### src/sv/rab_pkg.sv
// ----------------------------------------------------------------------------
// rab_pkg: shared types and constants for the RGB565 alpha blitter
// Register indexes, field widths, geometry bundle and queue entry layout.
// ----------------------------------------------------------------------------
`default_nettype none

package rab_pkg;

	localparam int CFG_IDX_W  = 3;
	localparam int CFG_DATA_W = 16;
	localparam int COORD_W    = 11;
	localparam int STRIDE_W   = 12;
	localparam int ADDR_W     = 24;
	localparam int COLOR_W    = 16;
	localparam int ALPHA_W    = 8;

	// configuration register indexes
	typedef enum logic [CFG_IDX_W-1:0] {
		CFG_ORIGIN_X       = 3'd0,
		CFG_ORIGIN_Y       = 3'd1,
		CFG_IMAGE_WIDTH    = 3'd2,
		CFG_IMAGE_HEIGHT   = 3'd3,
		CFG_SURFACE_WIDTH  = 3'd4,
		CFG_SURFACE_HEIGHT = 3'd5,
		CFG_ROW_STRIDE     = 3'd6
	} cfg_index_t;

	// placement and clipping registers seen by the front end
	typedef struct packed {
		logic [15:0]        origin_x;
		logic [15:0]        origin_y;
		logic [COORD_W-1:0] image_width;
		logic [COORD_W-1:0] image_height;
		logic [COORD_W-1:0] surface_width;
		logic [COORD_W-1:0] surface_height;
	} geom_t;

	// one classified pixel request waiting for the back end
	typedef struct packed {
		logic               write_en;
		logic               last;
		logic [COORD_W-1:0] col;
		logic [COORD_W-1:0] row;
		logic [COLOR_W-1:0] src;
		logic [ALPHA_W-1:0] alpha;
		logic [COLOR_W-1:0] dst;
	} item_t;

endpackage

`default_nettype wire

### src/sv/rgb565_alpha_blit.sv
// ----------------------------------------------------------------------------
// rgb565_alpha_blit: per-pixel alpha blit into an RGB565 framebuffer
// Clips, blends and addresses one source pixel per request.
// ----------------------------------------------------------------------------
// Usage:
//   Source pixels enter in raster order on in_valid/in_stall together with the
//   framebuffer word at their target. Each request yields one result on
//   out_valid/out_stall: write flag, word address, blended color, last mark.
//   Throughput is one pixel per clock while out_stall is low; the front end,
//   the request queue and the two-stage blend pipeline each pass one request
//   per cycle. A request passes the queue slot, the blend products stage and
//   the output register on its way from input accept to output valid.
//   When the receiver stalls, the output register holds, the pipeline freezes
//   and requests collect in the queue; in_stall rises once the QUEUE_DEPTH
//   entries are full.
//   Registers are written on cfg_we with cfg_index/cfg_data while the block is
//   idle; any valid write restarts the raster position at the image origin.
//   Reset clears the configuration registers, the raster counters and the queue.
// ----------------------------------------------------------------------------
`default_nettype none

module rgb565_alpha_blit #(
	parameter int MAX_DIMENSION = 2048,
	parameter int QUEUE_DEPTH   = 4
) (
	input  wire logic                           clk,
	input  wire logic                           arst_n,
	input  wire logic                           cfg_we,
	input  wire logic [rab_pkg::CFG_IDX_W-1:0]  cfg_index,
	input  wire logic [rab_pkg::CFG_DATA_W-1:0] cfg_data,
	input  wire logic                           in_valid,
	output logic                                in_stall,
	input  wire logic [rab_pkg::COLOR_W-1:0]    source_color,
	input  wire logic [rab_pkg::ALPHA_W-1:0]    source_alpha,
	input  wire logic [rab_pkg::COLOR_W-1:0]    dest_color,
	output logic                                out_valid,
	input  wire logic                           out_stall,
	output logic                                write_enable,
	output logic [rab_pkg::ADDR_W-1:0]          word_address,
	output logic [rab_pkg::COLOR_W-1:0]         blended_color,
	output logic                                last_pixel
);

	rab_pkg::geom_t               geom_q;
	logic [rab_pkg::STRIDE_W-1:0] row_stride_q;
	logic                         cfg_hit;
	logic                         push, full, head_valid, pop;
	rab_pkg::item_t               push_item, head;

	// decode a known register index
	always_comb begin
		case (cfg_index)
			rab_pkg::CFG_ORIGIN_X, rab_pkg::CFG_ORIGIN_Y, rab_pkg::CFG_IMAGE_WIDTH,
			rab_pkg::CFG_IMAGE_HEIGHT, rab_pkg::CFG_SURFACE_WIDTH,
			rab_pkg::CFG_SURFACE_HEIGHT, rab_pkg::CFG_ROW_STRIDE: cfg_hit = cfg_we;
			default: cfg_hit = 1'b0;
		endcase
	end

	// configuration registers
	always_ff @(posedge clk or negedge arst_n) begin
		if (!arst_n) begin
			geom_q       <= '0;
			row_stride_q <= '0;
		end else if (cfg_we) begin
			case (cfg_index)
				rab_pkg::CFG_ORIGIN_X:       geom_q.origin_x       <= cfg_data;
				rab_pkg::CFG_ORIGIN_Y:       geom_q.origin_y       <= cfg_data;
				rab_pkg::CFG_IMAGE_WIDTH:    geom_q.image_width    <= cfg_data[10:0];
				rab_pkg::CFG_IMAGE_HEIGHT:   geom_q.image_height   <= cfg_data[10:0];
				rab_pkg::CFG_SURFACE_WIDTH:  geom_q.surface_width  <= cfg_data[10:0];
				rab_pkg::CFG_SURFACE_HEIGHT: geom_q.surface_height <= cfg_data[10:0];
				rab_pkg::CFG_ROW_STRIDE:     row_stride_q          <= cfg_data[11:0];
				default: ;
			endcase
		end
	end

	rab_front #(
		.MAX_DIMENSION(MAX_DIMENSION)
	) u_front (
		.clk          (clk),
		.arst_n       (arst_n),
		.geom         (geom_q),
		.clear        (cfg_hit),
		.in_valid     (in_valid),
		.in_stall     (in_stall),
		.source_color (source_color),
		.source_alpha (source_alpha),
		.dest_color   (dest_color),
		.push         (push),
		.push_item    (push_item),
		.full         (full)
	);

	rab_fifo #(
		.DEPTH(QUEUE_DEPTH)
	) u_fifo (
		.clk        (clk),
		.arst_n     (arst_n),
		.push       (push),
		.push_item  (push_item),
		.full       (full),
		.head_valid (head_valid),
		.pop        (pop),
		.head       (head)
	);

	rab_back u_back (
		.clk           (clk),
		.arst_n        (arst_n),
		.row_stride    (row_stride_q),
		.head_valid    (head_valid),
		.head          (head),
		.pop           (pop),
		.out_valid     (out_valid),
		.out_stall     (out_stall),
		.write_enable  (write_enable),
		.word_address  (word_address),
		.blended_color (blended_color),
		.last_pixel    (last_pixel)
	);

	// dropped pixels carry zero address and color
	a_drop_zero: assert property (@(posedge clk) disable iff (!arst_n)
		out_valid && !write_enable |-> (word_address == '0) && (blended_color == '0))
		else $error("dropped pixel with nonzero fields");

	// queue only fills after an accepted request
	a_stall_rise: assert property (@(posedge clk) disable iff (!arst_n)
		in_stall && !$past(in_stall) |-> $past(in_valid))
		else $error("input stall without a request");

	// a fresh result traces back through the output register and stage 1 to a queued request
	a_out_source: assert property (@(posedge clk) disable iff (!arst_n)
		$rose(out_valid) |-> $past(head_valid, 2))
		else $error("result without a queued request");

endmodule

`default_nettype wire

### src/sv/rab_front.sv
// ----------------------------------------------------------------------------
// rab_front: pixel intake and classification
// Tracks the raster position, clips against the surface and queues requests.
// ----------------------------------------------------------------------------
`default_nettype none

module rab_front #(
	parameter int MAX_DIMENSION = 2048
) (
	input  wire logic                        clk,
	input  wire logic                        arst_n,
	input  wire rab_pkg::geom_t              geom,
	input  wire logic                        clear,
	input  wire logic                        in_valid,
	output logic                             in_stall,
	input  wire logic [rab_pkg::COLOR_W-1:0] source_color,
	input  wire logic [rab_pkg::ALPHA_W-1:0] source_alpha,
	input  wire logic [rab_pkg::COLOR_W-1:0] dest_color,
	output logic                             push,
	output rab_pkg::item_t                   push_item,
	input  wire logic                        full
);

	localparam int CNT_W = $clog2(MAX_DIMENSION);
	localparam int CMP_W = ((CNT_W > rab_pkg::COORD_W) ? CNT_W : rab_pkg::COORD_W) + 1;
	localparam int POS_W = 18;

	logic [CNT_W-1:0] col_q, row_q;
	logic [CMP_W-1:0] col_nx, row_nx;
	logic             row_end, col_end, accept, on_surface;
	logic [POS_W-1:0] dx, dy;

	assign in_stall = full;
	assign accept   = in_valid && !full;
	assign push     = accept;

	// end of row / end of image tests
	assign col_nx  = CMP_W'(col_q) + CMP_W'(1);
	assign row_nx  = CMP_W'(row_q) + CMP_W'(1);
	assign row_end = (col_nx >= CMP_W'(geom.image_width)) ||
		(col_nx >= CMP_W'(MAX_DIMENSION));
	assign col_end = (row_nx >= CMP_W'(geom.image_height)) ||
		(row_nx >= CMP_W'(MAX_DIMENSION));

	// target position, clip against the surface
	assign dx = {{(POS_W-16){geom.origin_x[15]}}, geom.origin_x} + POS_W'(col_q);
	assign dy = {{(POS_W-16){geom.origin_y[15]}}, geom.origin_y} + POS_W'(row_q);
	assign on_surface = !dx[POS_W-1] && !dy[POS_W-1] &&
		(dx < POS_W'(geom.surface_width)) && (dy < POS_W'(geom.surface_height));

	// build the queued request
	always_comb begin
		push_item.write_en = on_surface && (source_alpha != '0);
		push_item.last     = row_end && col_end;
		push_item.col      = dx[rab_pkg::COORD_W-1:0];
		push_item.row      = dy[rab_pkg::COORD_W-1:0];
		push_item.src      = source_color;
		push_item.alpha    = source_alpha;
		push_item.dst      = dest_color;
	end

	// advance the raster counters, restart on any register write
	always_ff @(posedge clk or negedge arst_n) begin
		if (!arst_n) begin
			col_q <= '0;
			row_q <= '0;
		end else if (clear) begin
			col_q <= '0;
			row_q <= '0;
		end else if (accept) begin
			if (row_end) begin
				col_q <= '0;
				row_q <= col_end ? '0 : row_nx[CNT_W-1:0];
			end else begin
				col_q <= col_nx[CNT_W-1:0];
			end
		end
	end

endmodule

`default_nettype wire

### src/sv/rab_fifo.sv
// ----------------------------------------------------------------------------
// rab_fifo: short request queue between front and back end
// Register-based FIFO of classified pixel requests.
// ----------------------------------------------------------------------------
`default_nettype none

module rab_fifo #(
	parameter int DEPTH = 4
) (
	input  wire logic           clk,
	input  wire logic           arst_n,
	input  wire logic           push,
	input  wire rab_pkg::item_t push_item,
	output logic                full,
	output logic                head_valid,
	input  wire logic           pop,
	output rab_pkg::item_t      head
);

	localparam int PTR_W = (DEPTH > 1) ? $clog2(DEPTH) : 1;
	localparam int CNT_W = $clog2(DEPTH + 1);

	rab_pkg::item_t   mem_q [DEPTH];
	logic [PTR_W-1:0] wr_ptr_q, rd_ptr_q;
	logic [CNT_W-1:0] count_q;
	logic             do_push, do_pop;

	assign full       = (count_q == CNT_W'(DEPTH));
	assign head_valid = (count_q != '0);
	assign head       = mem_q[rd_ptr_q];
	assign do_push    = push && !full;
	assign do_pop     = pop && head_valid;

	// store incoming requests
	always_ff @(posedge clk) begin
		if (do_push) begin
			mem_q[wr_ptr_q] <= push_item;
		end
	end

	// move pointers and occupancy
	always_ff @(posedge clk or negedge arst_n) begin
		if (!arst_n) begin
			wr_ptr_q <= '0;
			rd_ptr_q <= '0;
			count_q  <= '0;
		end else begin
			if (do_push) begin
				wr_ptr_q <= (wr_ptr_q == PTR_W'(DEPTH - 1)) ? '0 : wr_ptr_q + PTR_W'(1);
			end
			if (do_pop) begin
				rd_ptr_q <= (rd_ptr_q == PTR_W'(DEPTH - 1)) ? '0 : rd_ptr_q + PTR_W'(1);
			end
			if (do_push && !do_pop) begin
				count_q <= count_q + CNT_W'(1);
			end else if (do_pop && !do_push) begin
				count_q <= count_q - CNT_W'(1);
			end
		end
	end

endmodule

`default_nettype wire

### src/sv/rab_back.sv
// ----------------------------------------------------------------------------
// rab_back: blend and address pipeline
// Two stages: products and sums, then divide by 255, pack and address add.
// ----------------------------------------------------------------------------
`default_nettype none

module rab_back (
	input  wire logic                         clk,
	input  wire logic                         arst_n,
	input  wire logic [rab_pkg::STRIDE_W-1:0] row_stride,
	input  wire logic                         head_valid,
	input  wire rab_pkg::item_t               head,
	output logic                              pop,
	output logic                              out_valid,
	input  wire logic                         out_stall,
	output logic                              write_enable,
	output logic [rab_pkg::ADDR_W-1:0]        word_address,
	output logic [rab_pkg::COLOR_W-1:0]       blended_color,
	output logic                              last_pixel
);

	localparam int SUM_W  = 14;
	localparam int PROD_W = rab_pkg::COORD_W + rab_pkg::STRIDE_W;

	// s*a + d*(255-a) + 127 on one channel
	function automatic logic [SUM_W-1:0] mix_sum(input logic [5:0] s, input logic [5:0] d,
			input logic [7:0] a);
		logic [7:0]       inv;
		logic [SUM_W-1:0] ps, pd;
		inv = 8'd255 - a;
		ps  = {8'b0, s} * {6'b0, a};
		pd  = {8'b0, d} * {6'b0, inv};
		return ps + pd + SUM_W'(127);
	endfunction

	// exact x/255 for x below 16320
	function automatic logic [5:0] div255(input logic [SUM_W-1:0] x);
		logic [15:0] t;
		t = 16'(x) + 16'd1 + {10'b0, x[SUM_W-1:8]};
		return t[13:8];
	endfunction

	logic                      en;
	logic                      valid_s1, we_s1, last_s1;
	logic [PROD_W-1:0]         prod_s1;
	logic [rab_pkg::COORD_W-1:0] col_s1;
	logic [SUM_W-1:0]          sum_r_s1, sum_g_s1, sum_b_s1;
	logic [5:0]                q_r, q_g, q_b;

	// pipeline moves whenever the output slot is free or being taken
	assign en  = !out_valid || !out_stall;
	assign pop = en && head_valid;

	// stage 1 valid and flags
	always_ff @(posedge clk or negedge arst_n) begin
		if (!arst_n) begin
			valid_s1 <= 1'b0;
		end else if (en) begin
			valid_s1 <= head_valid;
		end
	end

	// stage 1 payload: channel sums and row offset
	always_ff @(posedge clk) begin
		if (en) begin
			we_s1    <= head.write_en;
			last_s1  <= head.last;
			col_s1   <= head.col;
			prod_s1  <= {{rab_pkg::STRIDE_W{1'b0}}, head.row} *
				{{rab_pkg::COORD_W{1'b0}}, row_stride};
			sum_r_s1 <= mix_sum({1'b0, head.src[15:11]}, {1'b0, head.dst[15:11]}, head.alpha);
			sum_g_s1 <= mix_sum(head.src[10:5], head.dst[10:5], head.alpha);
			sum_b_s1 <= mix_sum({1'b0, head.src[4:0]}, {1'b0, head.dst[4:0]}, head.alpha);
		end
	end

	assign q_r = div255(sum_r_s1);
	assign q_g = div255(sum_g_s1);
	assign q_b = div255(sum_b_s1);

	// output register valid
	always_ff @(posedge clk or negedge arst_n) begin
		if (!arst_n) begin
			out_valid <= 1'b0;
		end else if (en) begin
			out_valid <= valid_s1;
		end
	end

	// output register payload, zero fields on dropped pixels
	always_ff @(posedge clk) begin
		if (en) begin
			write_enable  <= we_s1;
			last_pixel    <= last_s1;
			word_address  <= we_s1 ? (rab_pkg::ADDR_W'(prod_s1) + rab_pkg::ADDR_W'(col_s1)) : '0;
			blended_color <= we_s1 ? {q_r[4:0], q_g, q_b[4:0]} : '0;
		end
	end

endmodule

`default_nettype wire

### config.mk
export PLATFORM = sky130hd
export DESIGN_NAME = rgb565_alpha_blit
export DESIGN_NICKNAME = d
export VERILOG_FILES = /design/src/sv/rab_pkg.sv /design/src/sv/rgb565_alpha_blit.sv /design/src/sv/rab_front.sv /design/src/sv/rab_fifo.sv /design/src/sv/rab_back.sv
export SDC_FILE = /design/constraint.sdc
export NUM_CORES = 2
export LEC_CHECK = 0
export ABC_AREA = 1
export BUFFER_PORTS_ARGS = -buffer_cell sky130_fd_sc_hd__buf_2
export CELL_PAD_IN_SITES_DETAIL_PLACEMENT = 1
export CELL_PAD_IN_SITES_GLOBAL_PLACEMENT = 1
export CORE_ASPECT_RATIO = 1.5
export CORE_MARGIN = 3
export CORE_UTILIZATION = 45
export DETAILED_ROUTE_END_ITERATION = 10
export PLACE_DENSITY = 0.85
export SLEW_MARGIN = 20
export SYNTH_ARGS = -nofsm -noshare
export SYNTH_HDL_FRONTEND = slang
export SYNTH_HIERARCHICAL = 1
export SYNTH_SLANG_ARGS = --single-unit
### constraint.sdc
create_clock -name clk -period 5.6 [get_ports clk]
set_input_delay 0.28 -clock clk [delete_from_list [all_inputs] [get_ports clk]]
set_output_delay 0.28 -clock clk [all_outputs]
set_load 0.01 [all_outputs]
==> metrics.cfg <==
[cts]
clock-root-buffer = clkbuf_16
clkLatencyLatePin_ns = 0.69
path_clk_slew_ns = 0.07
cts_buffer_depth = 3
cts_tree = built
cts_sinks = 495
cts_made_buffers = 50
htree_num_levels = 2

[place]
dp_hpwl_um = 87700
dp_slack_ns = -0.408
routabilityCongestion = 0.886
post-place-cells = 5474
io_buffers = 107

[synth]
synthSimpleGateAreaFrac_pct = 18.4
syn-instance-count = 4263
syn-cell-area_mm2 = 0.0376
yosysTopAreaCellShare_pct = 30.0
ys.warnings.count = 6
yosys.area_share.xor_xnor_pct = 1.89
synth_top_cell_by_area = edfxtp_1
ys_seq_area_share_pct = 37.9
synth_most_common_cell = nand2_1
synthAdderAreaFrac_pct = 24.1
netlist_top_cells_area = edfxtp_1 30%, fa_1 15%, nand2_1 12%, inv_1 8.9%, ha_1 8.9%
synth_top_family_by_area = adder cells
synth_compound_area_share_pct = 5.79
synth.distinct_cells = 52
syn_avg_cell_area_um2 = 8.82
synthTopCellsByCount = 1194 x nand2_1, 893 x inv_1, 376 x edfxtp_1
synth_edf_count = 376
synth_nets = 4879
synthMuxAreaShare_pct = 0.0266
yosys_register_bits = 495
synth_async_sr_flop_share_pct = 24.0
synth_ff_type = edfxtp_1

[detailed_routing]
wire_per_inst_um = 29.4
route.detailed.drc = 0
drtAntennaViolNets = 0
totalWireLength_um = 168000
vias = 34672
drtPass1Iterations = 5
vias_per_cell = 6.04
drtIter0Drc = 3509

[final_layout]
final_util_pct = 54.7
stdcell_count = 5738
drive_above_1_share_pct = 19.8
nFillCells = 9485
area_growth_syn_to_layout_pct = 20.2
nets = 5191
seq_area_mm2 = 0.0143
multiInputGateArea_mm2 = 0.0205

[worst_hold_path]
hold_depth = 5
hp-start = in_valid
whs_endpoint = u_fifo/wr_ptr_q[1]$_DFFE_PN0P_
hold_class = input port to flop

[sta]
max_slew.worst_pin.slew_ns = 1.18
setup_viol = 45
clock.fmax_mhz = 157
setup_ws_ns = -0.788
clock-skew-final_ns = 0.0934
maxSlewViolCount = 0
layout_min_cycle_time_ns = 6.39
fin_crit_sh_pct = 114
relSlewSlack_pct = 21.3
holdWs_ns = 0.0229
rsz0062_at_grt = true
finalHoldViolCount = 0

[worst_setup_path]
arrival_ns = 6.81
start_kind = flop
path_class = flop to flop
r2r_end = u_back/sum_b_s1[12]$_DFFE_PN_
r2r_start = u_fifo/rd_ptr_q[0]$_DFFE_PN0P_
critPathCaptureType = flop
reg2reg_depth = 22
rrSetupSlack_ns = -0.79
critPathMaxFanout = 7
required_ns = 6.03
worstSetupStartpoint = u_fifo/rd_ptr_q[0]$_DFFE_PN0P_

[die]
io_pins = 108
core_mm2 = 0.0826
fp.dieW_um = 242
die_h_um = 360
initial_core_util_pct = 45.5
die-area_mm2 = 0.0871
num_rows = 129

[run]
drv_cap = 0

[grt]
grt_use_total_pct = 29.3
grt_start_max_net_pins = 70
gr-total-overflow = 0
grt_pass1_wl_um = 199000
grt_pass1_vias = 35322
antenna_found_initial = 11

[run_status]
violations = negative setup slack
status = finished, violations left

-- critical path, stage by stage (launching register included) --
cell	delay, ns
dfrtp_4	0.51
buf_6	0.15
buf_4	0.18
o211ai_1	0.32
nand2_1	0.16
buf_12	0.18
buf_6	0.13
nor2_2	0.33
fa_1	0.50
inv_1	0.13
fa_1	0.45
inv_2	0.09
fa_1	0.56
fa_1	0.58
inv_1	0.18
fa_1	0.47
inv_1	0.16
ha_4	0.21
inv_2	0.08
nor3_4	0.37
nand3_2	0.14
nand4_1	0.12
nand2_1	0.09
-- final cells by class --
type,count,area share [%]
inverters,907,7.61
repair buffers,433,8.49
clock buffers,75,3.20
clock inverters,19,0.573
multi-input cells,2688,45.4
diodes,8,0.0443
flip-flops and latches,495,31.6
well taps,1113,3.08
-- metal layers --
| metal | routed length, um | GRT usage [%] | part of all wire [%] |
|---|---|---|---|
| met3 | 15000 | 4.55 | 8.9 |
| met4 | 19800 | 20.7 | 12 |
| met2 | 81000 | 54.7 | 48 |
| met5 | 86 | 0 | 0.051 |
| met1 | 52600 | 29.7 | 31 |
-- sequential cells by signal, summed over array words and instances (netlist names), 12 cells and up --
name	count
u_back/prod_s1	23
u_back/blended_color	16
u_back/sum_b_s1	14
row_stride_q	12
geom_q	76
u_back/sum_r_s1	14
u_back/word_address	24
u_back/sum_g_s1	14
u_fifo/mem_q	256
-- timing repair --
| action | 4_1_cts | 5_1_grt |
|---|---|---|
| endpoints found under the hold margin | 221 | 0 |
| setup buffers | 17 | 86 |
| pin swaps | 51 | 257 |
| gates resized for setup | 121 | 441 |
| hold buffers | 46 | 0 |
| endpoints found under the setup margin | 40 | 41 |
| gates cloned | 1 | 13 |
-- worst max path at each step --
stage,end,depth (start not counted)
2_1_floorplan,u_back/sum_g_s1[12]$_DFFE_PN_,25
3_3_place_gp,u_back/sum_b_s1[12]$_DFFE_PN_,21
3_5_place_dp,u_back/sum_b_s1[13]$_DFFE_PN_,21
4_1_cts,u_back/sum_g_s1[12]$_DFFE_PN_,24
5_1_grt,u_back/sum_b_s1[13]$_DFFE_PN_,26
6_report,u_back/sum_b_s1[12]$_DFFE_PN_,22
-- stage by stage --
step           setup TNS [ns]  cell area, um^2
6_report               -18.95            45200
5_1_grt                -21.81            45200
4_1_cts              -0.00813            42800
3_5_place_dp            -4.89            39900
3_3_place_gp         -0.00136            39900
2_1_floorplan               0            37600
-- logic make-up after synthesis --
family	count (synthesis)
compound gates	349
simple gates	1705
xor+xnor	81
fa+ha+maj	552
flops	495
mux	1
buf+inv	1080
-- layout by cell type, fill, tap and decap left out, drive strengths merged --
cell | synthesis | final
clkinvlp | 0 | 6
nor2 | 260 | 260
a21boi | 3 | 3
nand3b | 4 | 4
nand3 | 173 | 173
and3 | 1 | 1
a21oi | 117 | 117
o21bai | 5 | 5
edfxtp | 376 | 376
dlygate4sd3 | 0 | 46
o31ai | 2 | 2
fa | 286 | 286
or2 | 5 | 5
nand4 | 31 | 31
xnor2 | 27 | 27
o21a | 9 | 9
mux2i | 1 | 1
and2 | 2 | 2
inv | 901 | 903
dfrtp | 119 | 119
buf | 110 | 377
nor3 | 22 | 22
a22oi | 1 | 1
bufinv | 0 | 3
a31o | 1 | 1
ha | 266 | 266
a21o | 7 | 7
nor3b | 1 | 1
diode | 0 | 8
o21ai | 66 | 66
nand2 | 1206 | 1206
o211ai | 132 | 132
clkbuf | 63 | 85
xor2 | 54 | 54
a31oi | 6 | 6
clkinv | 6 | 14
Power is not shown: default switching activity piles up to over one toggle a cycle in this logic, so the estimate is an artifact.
